$ cat src/hw/rtl/v3a_pkg.sv
package v3a_pkg;

  localparam int V3A_DW   = 32;
  localparam int V3A_FRAC = 16;

  typedef enum logic [3:0] {
    OP_DOT    = 4'd0,
    OP_CROSS  = 4'd1,
    OP_LENGTH = 4'd2,
    OP_NORM   = 4'd3,
    OP_SCALE  = 4'd4,
    OP_MUL    = 4'd5,
    OP_ADD    = 4'd6,
    OP_DIVS   = 4'd7,
    OP_DIVE   = 4'd8,
    OP_SUB    = 4'd9
  } v3a_op_t;

  typedef struct packed {
    logic [3:0]                action;
    logic signed [V3A_DW-1:0]  ax;
    logic signed [V3A_DW-1:0]  ay;
    logic signed [V3A_DW-1:0]  az;
    logic signed [V3A_DW-1:0]  bx;
    logic signed [V3A_DW-1:0]  by_comp;
    logic signed [V3A_DW-1:0]  bz;
    logic signed [V3A_DW-1:0]  scalar_in;
  } v3a_in_t;

  typedef struct packed {
    logic signed [V3A_DW-1:0]  rx;
    logic signed [V3A_DW-1:0]  ry;
    logic signed [V3A_DW-1:0]  rz;
    logic signed [V3A_DW-1:0]  scalar_out;
    logic                      div_error;
  } v3a_out_t;

  // context word that rides along the cell chains
  typedef struct packed {
    v3a_op_t                   action;
    logic [2:0][V3A_DW-1:0]    res_v;   // non-divide vector result
    logic [V3A_DW-1:0]         so;      // scalar result
    logic [2:0][V3A_DW-1:0]    amag;    // numerator magnitudes
    logic [2:0][V3A_DW-1:0]    dmag;    // divisor magnitudes
    logic [2:0]                neg;     // quotient sign per lane
    logic                      dzero;   // force zero quotient
  } v3a_ctx_t;

  // saturate a wide signed value to the data range
  function automatic logic [V3A_DW-1:0] v3a_sat(input logic signed [2*V3A_DW+1:0] v);
    logic [V3A_DW+2:0] hi;
    hi = v[2*V3A_DW+1:V3A_DW-1];
    if ((&hi) || !(|hi)) return v[V3A_DW-1:0];
    return v[2*V3A_DW+1] ? {1'b1, {(V3A_DW-1){1'b0}}} : {1'b0, {(V3A_DW-1){1'b1}}};
  endfunction

  function automatic logic [V3A_DW-1:0] v3a_mag(input logic signed [V3A_DW-1:0] v);
    return v[V3A_DW-1] ? (~v + 1'b1) : v;
  endfunction

endpackage

$ cat src/hw/rtl/v3a_div_cell.sv
module v3a_div_cell import v3a_pkg::*; #(
  parameter int FRAC_BITS = V3A_FRAC
) (
  input  logic                                   clk,
  input  logic                                   rst_n,
  input  logic                                   v_i,
  input  v3a_ctx_t                               ctx_i,
  input  logic [2:0][V3A_DW+FRAC_BITS-1:0]       nq_i,
  input  logic [2:0][V3A_DW-1:0]                 rem_i,
  input  logic [2:0][V3A_DW-1:0]                 dvs_i,
  output logic                                   v_o,
  output v3a_ctx_t                               ctx_o,
  output logic [2:0][V3A_DW+FRAC_BITS-1:0]       nq_o,
  output logic [2:0][V3A_DW-1:0]                 rem_o,
  output logic [2:0][V3A_DW-1:0]                 dvs_o
);

  localparam int NQ = V3A_DW + FRAC_BITS;

  logic                          v_r;
  v3a_ctx_t                      ctx_r;
  logic [2:0][NQ-1:0]            nq_r, nq_nxt;
  logic [2:0][V3A_DW-1:0]        rem_r, rem_nxt;
  logic [2:0][V3A_DW-1:0]        dvs_r;
  logic [2:0][V3A_DW:0]          t, diff;

  // restoring division, one quotient bit per lane per cell
  // numerator shifts out at the top while quotient bits shift in below
  always_comb begin
    for (int k = 0; k < 3; k++) begin
      t[k]    = {rem_i[k], nq_i[k][NQ-1]};
      diff[k] = t[k] - {1'b0, dvs_i[k]};
      if (t[k] >= {1'b0, dvs_i[k]}) begin
        rem_nxt[k] = diff[k][V3A_DW-1:0];
        nq_nxt[k]  = {nq_i[k][NQ-2:0], 1'b1};
      end else begin
        rem_nxt[k] = t[k][V3A_DW-1:0];
        nq_nxt[k]  = {nq_i[k][NQ-2:0], 1'b0};
      end
    end
  end

  always_ff @(posedge clk) begin
    if (!rst_n) v_r <= 1'b0;
    else        v_r <= v_i;
  end

  always_ff @(posedge clk) begin
    ctx_r <= ctx_i;
    nq_r  <= nq_nxt;
    rem_r <= rem_nxt;
    dvs_r <= dvs_i;
  end

  assign v_o   = v_r;
  assign ctx_o = ctx_r;
  assign nq_o  = nq_r;
  assign rem_o = rem_r;
  assign dvs_o = dvs_r;

endmodule

$ cat config.mk
export PLATFORM = sky130hd
export DESIGN_NAME = v3a_div_cell
export DESIGN_NICKNAME = d
export VERILOG_FILES = /design/src/hw/rtl/v3a_pkg.sv /design/src/hw/rtl/v3a_div_cell.sv
export SDC_FILE = /design/constraint.sdc
export NUM_CORES = 1
export LEC_CHECK = 0
export ABC_AREA = 1
export BUFFER_PORTS_ARGS = -buffer_cell sky130_fd_sc_hd__buf_4
export CAP_MARGIN = 20
export CORE_AREA = 2 2 524 526
export DETAILED_ROUTE_END_ITERATION = 7
export DIE_AREA = 0 0 526 528
export GPL_ROUTABILITY_DRIVEN = 0
export GPL_TIMING_DRIVEN = 0
export PLACE_DENSITY = 0.36
export SYNTH_ARGS = -nofsm -noshare
export SYNTH_HDL_FRONTEND = slang
export SYNTH_SLANG_ARGS = --single-unit
$ cat constraint.sdc
create_clock -name clk -period 2.2 [get_ports clk]
set_clock_uncertainty 0.1 [all_clocks]
set_input_delay 0.44 -clock clk [delete_from_list [all_inputs] [get_ports clk]]
set_output_delay 0.44 -clock clk [all_outputs]
set_load 0.01 [all_outputs]
==> results.cfg <==
[synthesis]
synth_seq_cells = 665
yosys.cell_types.count = 34
post-synth-top-count-cell = nand2_1
synthSimpleGateAreaFrac_pct = 24.3
synth_mux_area_share_pct = 0
synth.top_cells.by_count = nand2_1 (851), dfxtp_1 (665), inv_1 (452)
yosysTopAreaCellShare_pct = 58.4
synth-async-reset-ratio_pct = 0
syn_area_um2 = 22800
yosysTopAreaCell = dfxtp_1
avgSynthCellArea_um2 = 8.65
syn_inst = 2637
synth_ff_type = dfxtp_1
synthesis.nets = 3403
synthTopCellsByArea = dfxtp_1 (58%), nand2_1 (14%), inv_1 (7.4%), ha_1 (5.3%), nand3_1 (3.6%)
synth_compound_area_share_pct = 1.55
ys_seq_area_share_pct = 58.4
synth_xor_xnor_area_share_pct = 1.61
synth_top_family_by_area = simple AND/OR/NAND/NOR gates
ys.warnings.count = 0
synth_adder_area_share_pct = 5.53
synth_edf_count = 0

[floorplan]
die_y_um = 528
initial_core_util_pct = 8.37
die_x_um = 526
num_rows = 192
ios = 1332
core-area_um2 = 272000
die-area_um2 = 278000

[global_routing]
grt_pass1_wl_mm = 203
gr-usage-all-layers_pct = 10.5
antenna_found_initial = 59
grt-ovfl-total = 0
grt_pass1_vias = 25468
grt_max_degree = 14

[power]
ir_drop_mv = 0.611
p_per_area_nw_per_um2 = 751
cellLeakagePower_uw = 0.0229

[min_path]
hp-class = input pin to flop
hold_path_depth = 3
hold_end = rem_o[2]
hp-start = rem_i[1]

[clocking]
cts-root-buf = clkbuf_16
cts.clk_slew.worst_paths_ps = 70
cts_tree = yes
numCtsBuffers = 88
clock-sinks = 665
cts_buffer_depth = 4
htree_levels = 3

[sta]
setup_viol = 0
worst_slew_pin_slew_ps = 498
slew_viol_final = 0
hold_violations = 0
fin_crit_sh_pct = 98.1
setup_tns_ps = 0
relSlewSlack_pct = 66.7
fmax_ghz = 0.463
fin_crit_ps = 2160

[setup_path]
worstPathRequired_ps = 2770
worstPathArrival_ps = 2730
end_kind = flop
crit_type = input pin to flop
startpoint = rem_i[0]
worstSetupStartpointType = input pin
worst-path-max-fanout = 3

[drt]
drt_pre_antenna_iters = 5
wire_per_inst_um = 18.2
via_per_inst = 2.93
vias = 24662
drc = 0
drt_iter0_drc = 1064
route.final.wire_length_mm = 153
postRouteAntennaNets = 0

[cells_and_area]
drive_gt1_share_pct = 34.5
stdcell_count = 8404
final_nets = 5487
area_growth_pct = 107

[status]
status = completed

[placement]
dp_hpwl_mm = 128
numPortBuffers = 1331
placed_cells = 7557

[run]
max_cap_viol_count = 0
==> sequential cells by signal, summed over array words and instances, names as in the netlist <==
register	flops
ctx_o	328
rem_o	96
nq_o	144
dvs_o	96
v_o	1
==> power by group <==
| group | internal (µW) | switching (µW) | total [µW] |
|---|---|---|---|
| registers | 13000 | 373 | 13300 |
| clock network | 8660 | 6120 | 14800 |
| logic | 3550 | 3840 | 7390 |
==> stage by stage <==
| step | util [%] | power [µW] | setup slack (ps) | instance area, µm² | hold WS, ps |
|---|---|---|---|---|---|
| global placement | 13.7 | 20000 | -834 | 37300 | 444 |
| global route | 17.3 | 37300 | -7.28 | 47200 | 41.0 |
| CTS | 17.2 | 36300 | 2.61 | 46800 | 12.2 |
| finish | 17.3 | 35500 | 41.6 | 47200 | 11.5 |
| detailed placement | 13.7 | 19900 | -824 | 37300 | 445 |
| floorplan | - | 15900 | 180 | 22800 | 368 |
==> how the worst max path moves through the flow <==
stage                 to  slack, ps  depth (start not counted)
2_1_floorplan  rem_o[27]        180                         13
3_3_place_gp    rem_o[4]       -830                         16
3_5_place_dp    rem_o[4]       -820                         14
4_1_cts        rem_o[85]          3                         13
5_1_grt        rem_o[68]         -7                         17
6_report       rem_o[26]         40                         14
==> routing by layer <==
metal,GRT usage [%],share of wire [%],vias to the layer above
li1,-,-,12203
met1,12.4,41,11161
met2,17.7,47,1079
met3,2.87,7.4,199
met4,4.15,3.7,20
met5,0,0.078,-
==> worst max-delay path: stages <==
cell           delay (ps)
buf_4                 100
dlygate4sd3_1         600
inv_1                  80
fa_1                  460
inv_1                  90
nand2_1                60
nand3_1               180
nand2_1                80
nand2_1               230
nand2_1               120
nand3_1               100
nand2_1                70
nand2_2                60
nand2_1                60
==> cell families after synthesis <==
group | count (synthesis)
xor+xnor | 42
buf+inv | 488
simple gates | 1275
compound gates | 68
fa+ha+maj | 99
flops | 665
==> area by class of cell <==
type | count | area [µm²]
buffer | 28 | 250
inverter | 460 | 1730
fill | 30535 | 225000
timing repair buffer | 1994 | 16600
multi-input combinational | 1484 | 7850
tap | 3589 | 4490
antenna | 31 | 77.6
sequential | 665 | 13300
clock buffer | 112 | 2460
clock inverter | 41 | 449
==> placed cells by master (no fill, tap or decap), types with 6 or more instances in the layout <==
cell type and instances:
nor2_2 19, and2_1 15, dlygate4sd3_1 660, clkinv_2 16, nor2_1 108, ha_4 12, nor3_1 19, inv_2 11
ha_1 80, diode_2 31, nand2_2 37, bufinv_16 6, nand2_1 828, buf_4 1340, clkbuf_8 15, inv_1 449
nor3_2 6, clkinvlp_4 7, dfxtp_1 662, nand3_2 36, clkbuf_1 8, a21oi_1 56, nand3b_1 24, xor2_1 39
nand3_1 162, clkbuf_16 89, buf_2 11
==> what timing repair did <==
action / in CTS / in global routing
buffers inserted: 0 / 3
endpoints found under the hold margin: 658 / 0
hold buffers: 660 / 0
setup endpoints to repair: 3 / 44
resized for setup: 3 / 79
pin swaps: 0 / 7
(Power assumes the default switching activity.)
