File: src/hw/rtl/v3a_pkg.sv
package v3a_pkg;

  localparam int V3A_DW   = 32;
  localparam int V3A_FRAC = 16;

  typedef enum logic [3:0] {
    OP_DOT    = 4'd0,
    OP_CROSS  = 4'd1,
    OP_LENGTH = 4'd2,
    OP_NORM   = 4'd3,
    OP_SCALE  = 4'd4,
    OP_MUL    = 4'd5,
    OP_ADD    = 4'd6,
    OP_DIVS   = 4'd7,
    OP_DIVE   = 4'd8,
    OP_SUB    = 4'd9
  } v3a_op_t;

  typedef struct packed {
    logic [3:0]                action;
    logic signed [V3A_DW-1:0]  ax;
    logic signed [V3A_DW-1:0]  ay;
    logic signed [V3A_DW-1:0]  az;
    logic signed [V3A_DW-1:0]  bx;
    logic signed [V3A_DW-1:0]  by_comp;
    logic signed [V3A_DW-1:0]  bz;
    logic signed [V3A_DW-1:0]  scalar_in;
  } v3a_in_t;

  typedef struct packed {
    logic signed [V3A_DW-1:0]  rx;
    logic signed [V3A_DW-1:0]  ry;
    logic signed [V3A_DW-1:0]  rz;
    logic signed [V3A_DW-1:0]  scalar_out;
    logic                      div_error;
  } v3a_out_t;

  // context word that rides along the cell chains
  typedef struct packed {
    v3a_op_t                   action;
    logic [2:0][V3A_DW-1:0]    res_v;   // non-divide vector result
    logic [V3A_DW-1:0]         so;      // scalar result
    logic [2:0][V3A_DW-1:0]    amag;    // numerator magnitudes
    logic [2:0][V3A_DW-1:0]    dmag;    // divisor magnitudes
    logic [2:0]                neg;     // quotient sign per lane
    logic                      dzero;   // force zero quotient
  } v3a_ctx_t;

  // saturate a wide signed value to the data range
  function automatic logic [V3A_DW-1:0] v3a_sat(input logic signed [2*V3A_DW+1:0] v);
    logic [V3A_DW+2:0] hi;
    hi = v[2*V3A_DW+1:V3A_DW-1];
    if ((&hi) || !(|hi)) return v[V3A_DW-1:0];
    return v[2*V3A_DW+1] ? {1'b1, {(V3A_DW-1){1'b0}}} : {1'b0, {(V3A_DW-1){1'b1}}};
  endfunction

  function automatic logic [V3A_DW-1:0] v3a_mag(input logic signed [V3A_DW-1:0] v);
    return v[V3A_DW-1] ? (~v + 1'b1) : v;
  endfunction

endpackage

File: src/hw/rtl/v3a_sqrt_cell.sv
module v3a_sqrt_cell import v3a_pkg::*; (
  input  logic                   clk,
  input  logic                   rst_n,
  input  logic                   v_i,
  input  v3a_ctx_t               ctx_i,
  input  logic [2*V3A_DW-1:0]    s_i,
  input  logic [V3A_DW-1:0]      root_i,
  input  logic [V3A_DW+1:0]      rem_i,
  output logic                   v_o,
  output v3a_ctx_t               ctx_o,
  output logic [2*V3A_DW-1:0]    s_o,
  output logic [V3A_DW-1:0]      root_o,
  output logic [V3A_DW+1:0]      rem_o
);

  logic                 v_r;
  v3a_ctx_t             ctx_r;
  logic [2*V3A_DW-1:0]  s_r, s_nxt;
  logic [V3A_DW-1:0]    root_r, root_nxt;
  logic [V3A_DW+1:0]    rem_r, rem_nxt;
  logic [V3A_DW+2:0]    t, trial, diff;

  // one root bit per cell: bring down two radicand bits, try (root<<2)|1
  always_comb begin
    t     = {rem_i[V3A_DW:0], s_i[2*V3A_DW-1 -: 2]};
    trial = {1'b0, root_i, 2'b01};
    diff  = t - trial;
    s_nxt = {s_i[2*V3A_DW-3:0], 2'b00};
    if (t >= trial) begin
      rem_nxt  = diff[V3A_DW+1:0];
      root_nxt = {root_i[V3A_DW-2:0], 1'b1};
    end else begin
      rem_nxt  = t[V3A_DW+1:0];
      root_nxt = {root_i[V3A_DW-2:0], 1'b0};
    end
  end

  always_ff @(posedge clk) begin
    if (!rst_n) v_r <= 1'b0;
    else        v_r <= v_i;
  end

  always_ff @(posedge clk) begin
    ctx_r  <= ctx_i;
    s_r    <= s_nxt;
    root_r <= root_nxt;
    rem_r  <= rem_nxt;
  end

  assign v_o    = v_r;
  assign ctx_o  = ctx_r;
  assign s_o    = s_r;
  assign root_o = root_r;
  assign rem_o  = rem_r;

endmodule

File: config.mk
export PLATFORM = sky130hd
export DESIGN_NAME = v3a_sqrt_cell
export DESIGN_NICKNAME = d
export VERILOG_FILES = /design/src/hw/rtl/v3a_pkg.sv /design/src/hw/rtl/v3a_sqrt_cell.sv
export SDC_FILE = /design/constraint.sdc
export NUM_CORES = 1
export LEC_CHECK = 0
export ABC_AREA = 1
export BUFFER_PORTS_ARGS = -buffer_cell sky130_fd_sc_hd__buf_2
export CAP_MARGIN = 10
export CORE_AREA = 2 2 353 355
export DETAILED_ROUTE_END_ITERATION = 7
export DIE_AREA = 0 0 355 357
export GPL_ROUTABILITY_DRIVEN = 1
export SETUP_SLACK_MARGIN = 0.4
export SYNTH_ARGS = -nofsm -noshare
export SYNTH_HDL_FRONTEND = slang
export SYNTH_SLANG_ARGS = --single-unit
File: constraint.sdc
create_clock -name clk -period 2.4 [get_ports clk]
set_clock_uncertainty 0.15 [all_clocks]
set_input_delay 0.24 -clock clk [delete_from_list [all_inputs] [get_ports clk]]
set_output_delay 0.24 -clock clk [all_outputs]
set_load 0.02 [all_outputs]
==> results.py <==
metrics = {
    "run_status": {
        "outcome": "complete, but fails checks",
        "failed_checks": "negative hold slack",
    },
    "drt": {
        "drt_pass1_iterations": 5,
        "vias": 13906,
        "wl_met3_mm": 10.2,
        "route.detailed.drc": 0,
        "postRouteAntennaNets": 0,
        "avgRoutedWirePerCell_um": 21.9,
        "wl_met1_mm": 34.9,
        "wl_met2_mm": 46.0,
        "drt-total-wl_mm": 96.8,
        "highest_layer": "met5",
        "avgViaCountPerCell": 3.15,
        "first_iter_violations": 655,
    },
    "final_layout": {
        "fin_area_sq_um": 27100,
        "final.fill_count": 13460,
        "post-route-util_pct": 22.1,
        "area_growth_pct": 122,
        "layout.nets": 3203,
        "final_cells": 4409,
        "layout_commonest_cell": "buf_2",
        "final_cell_mix": "915 x buf_2, 570 x dlygate4sd3_1, 457 x dfxtp_1",
        "drive_above_1_share_pct": 39.9,
    },
    "sta": {
        "finalCritPeriodShare_pct": 79.0,
        "hold_viol": 20,
        "fin_ws_ns": 0.505,
        "drv_slew": 0,
        "worst_pin_slew_ns": 0.506,
        "rsz0062_at_grt": "no",
        "max_freq_ghz": 0.528,
        "holdWs_ns": -0.363,
        "fin_crit_ns": 1.90,
        "max-slew-margin-rel_pct": 65.9,
        "setup_viol": 0,
    },
    "setup_path": {
        "crit_fanout": 18,
        "slowest_delay_ns": 0.55,
        "cp-end-kind": "register",
        "start_kind": "input pin",
        "cpMaxStageDelayCell": "dlygate4sd3_1",
        "critPathTopFamily": "buffers and inverters",
        "cp.required_ns": 2.80,
        "crit_type": "in -> reg",
        "path_cells": "dlygate4sd3_1, buf_2, inv_1, buf_4, nand3_1, nand2_2, nand3_1, nand3_1, nand2_1, nand2_2, nand2_4, nand2_8, inv_4, buf_12, nand2_1, nand2_1",
        "critPathArrivalTime_ns": 2.30,
        "critPathBufInv": 6,
    },
    "place": {
        "place_area_sq_um": 19300,
        "gp_congestion": 0.862,
        "dp.cells": 3715,
        "port_buffers": 916,
        "place_worst_setup_slack_ns": -0.0232,
        "dp_hpwl_mm": 78.2,
    },
    "grt": {
        "antenna_found_initial": 65,
        "grt_first_pass_wirelength_mm": 123,
        "grt_max_degree": 20,
        "overflow": 0,
        "grt_use_total_pct": 14.5,
        "grt_pass1_vias": 14612,
    },
    "floorplanning": {
        "pin_count": 920,
        "die_width_um": 355,
        "dieArea_sq_um": 127000,
        "fp-row-count": 129,
        "core_area_sq_um": 123000,
        "start_util_pct": 9.94,
        "die_h_um": 357,
    },
    "synth": {
        "yosysSeqAreaShare_pct": 74.8,
        "postSynthAreaPerCell_sq_um": 11.1,
        "yosysWarnings": 0,
        "synth_seq_cells": 457,
        "yosysUniqueCellTypes": 30,
        "syn_inst": 1106,
        "synthesis.area_sq_um": 12200,
    },
    "clocking": {
        "h-tree-depth": 2,
        "clk_pin_slew_ns": 0.06,
        "clock_path_buffers": 3,
        "cts_sinks": 457,
        "cts_tree": "done",
        "numCtsBuffers": 58,
        "clock-root-buffer": "clkbuf_16",
    },
    "power": {
        "vdd_drop_max_uv": 636,
        "power_leakage_uw": 0.0132,
        "powerDensity_nw_per_um2": 786,
    },
    "min_path": {
        "hp-class": "in -> reg",
    },
    "job": {
        "maxCapViolations": 0,
    },
}
==> what timing repair did <==
item / CTS / global route
resized for setup: 0 / 14
hold buffers: 553 / 17
setup buffers: 0 / 0
hold endpoints to repair: 456 / 37
setup endpoints to repair: 0 / 35
==> per-stage QoR <==
stage	power, uW	hold WS (ns)	TNS, ns
2_1_floorplan	9620	0.118	0
3_3_place_gp	11300	0.192	-0.138
3_5_place_dp	11300	0.194	-0.0380
4_1_cts	21700	-0.541	0
5_1_grt	22200	-0.398	0
6_report	21300	-0.363	0
==> logic make-up (layout without fill, tap and decap cells) <==
logic type                 after synthesis  count (layout)  synth area share [%]
DFF                                    457             457                  74.8
and+or+nand+nor                        404             404                  13.5
buffers and inverters                  149            1799                  4.93
AOI/OAI and AO/OA                       43              43                  1.88
adders and majority gates               34              34                  3.48
xor gates and xnor gates                18              18                  1.29
other                                    1              17                0.0307
==> sequential cells by signal, summed over array words and instances, names as in the netlist <==
register	cells
v_o	1
root_o	32
s_o	62
ctx_o	328
rem_o	34
==> Yosys cell counts <==
cell	number	share of area (%)
dfxtp_1	457	75
nand2_1	288	8.8
inv_1	139	4.3
nor2_1	56	1.7
nand3_1	35	1.4
ha_1	34	3.5
a21oi_1	25	1.0
xor2_1	15	1.1
o21ai_0	11	0.45
buf_4	5	0.31
nand3b_1	5	0.31
nand4_1	5	0.26
nor3_1	4	0.16
buf_6	3	0.28
nand2_2	3	0.15
xnor2_1	3	0.21
a21oi_2	2	0.14
nor3_2	2	0.16
o21ai_1	2	0.082
o21bai_1	2	0.12
and2_1	1	0.051
conb_1	1	0.031
inv_2	1	0.031
inv_4	1	0.051
nand2_4	1	0.092
nand2_8	1	0.16
nor2_2	1	0.051
nor2_4	1	0.092
o21a_1	1	0.061
or2_2	1	0.051
==> layout make-up <==
cell class / instances / area, sq um / area share (%)
inverters: 141 / 532 / 1.96
clock inverters: 34 / 445 / 1.64
clock buffers: 75 / 1600 / 5.89
multi-input cells: 501 / 2510 / 9.26
diodes: 15 / 37.5 / 0.138
well taps: 1637 / 2050 / 7.55
flip-flops and latches: 457 / 9150 / 33.7
repair buffers: 1549 / 10800 / 39.8
==> worst paths after layout <==
| kind | end | depth (start not counted) | startpoint |
|---|---|---|---|
| hold / removal | rem_o[6] | 3 | rem_i[4] |
| setup / recovery | rem_o[31] | 16 | s_i[63] |
==> report_power, final <==
| group | total (uW) | switching [uW] | internal (uW) |
|---|---|---|---|
| Clock | 9390 | 3970 | 5430 |
| Combinational | 3660 | 2080 | 1580 |
| Sequential | 8250 | 169 | 8080 |
| Total | 21300 | 6210 | 15100 |
==> layer usage <==
metal / GRT usage (%) / vias up
li1: - / 6606
met1: 14.9 / 6337
met2: 24.8 / 701
met3: 6.62 / 208
met4: 7.23 / 54
met5: 0 / -
(Power assumes the default switching activity.)
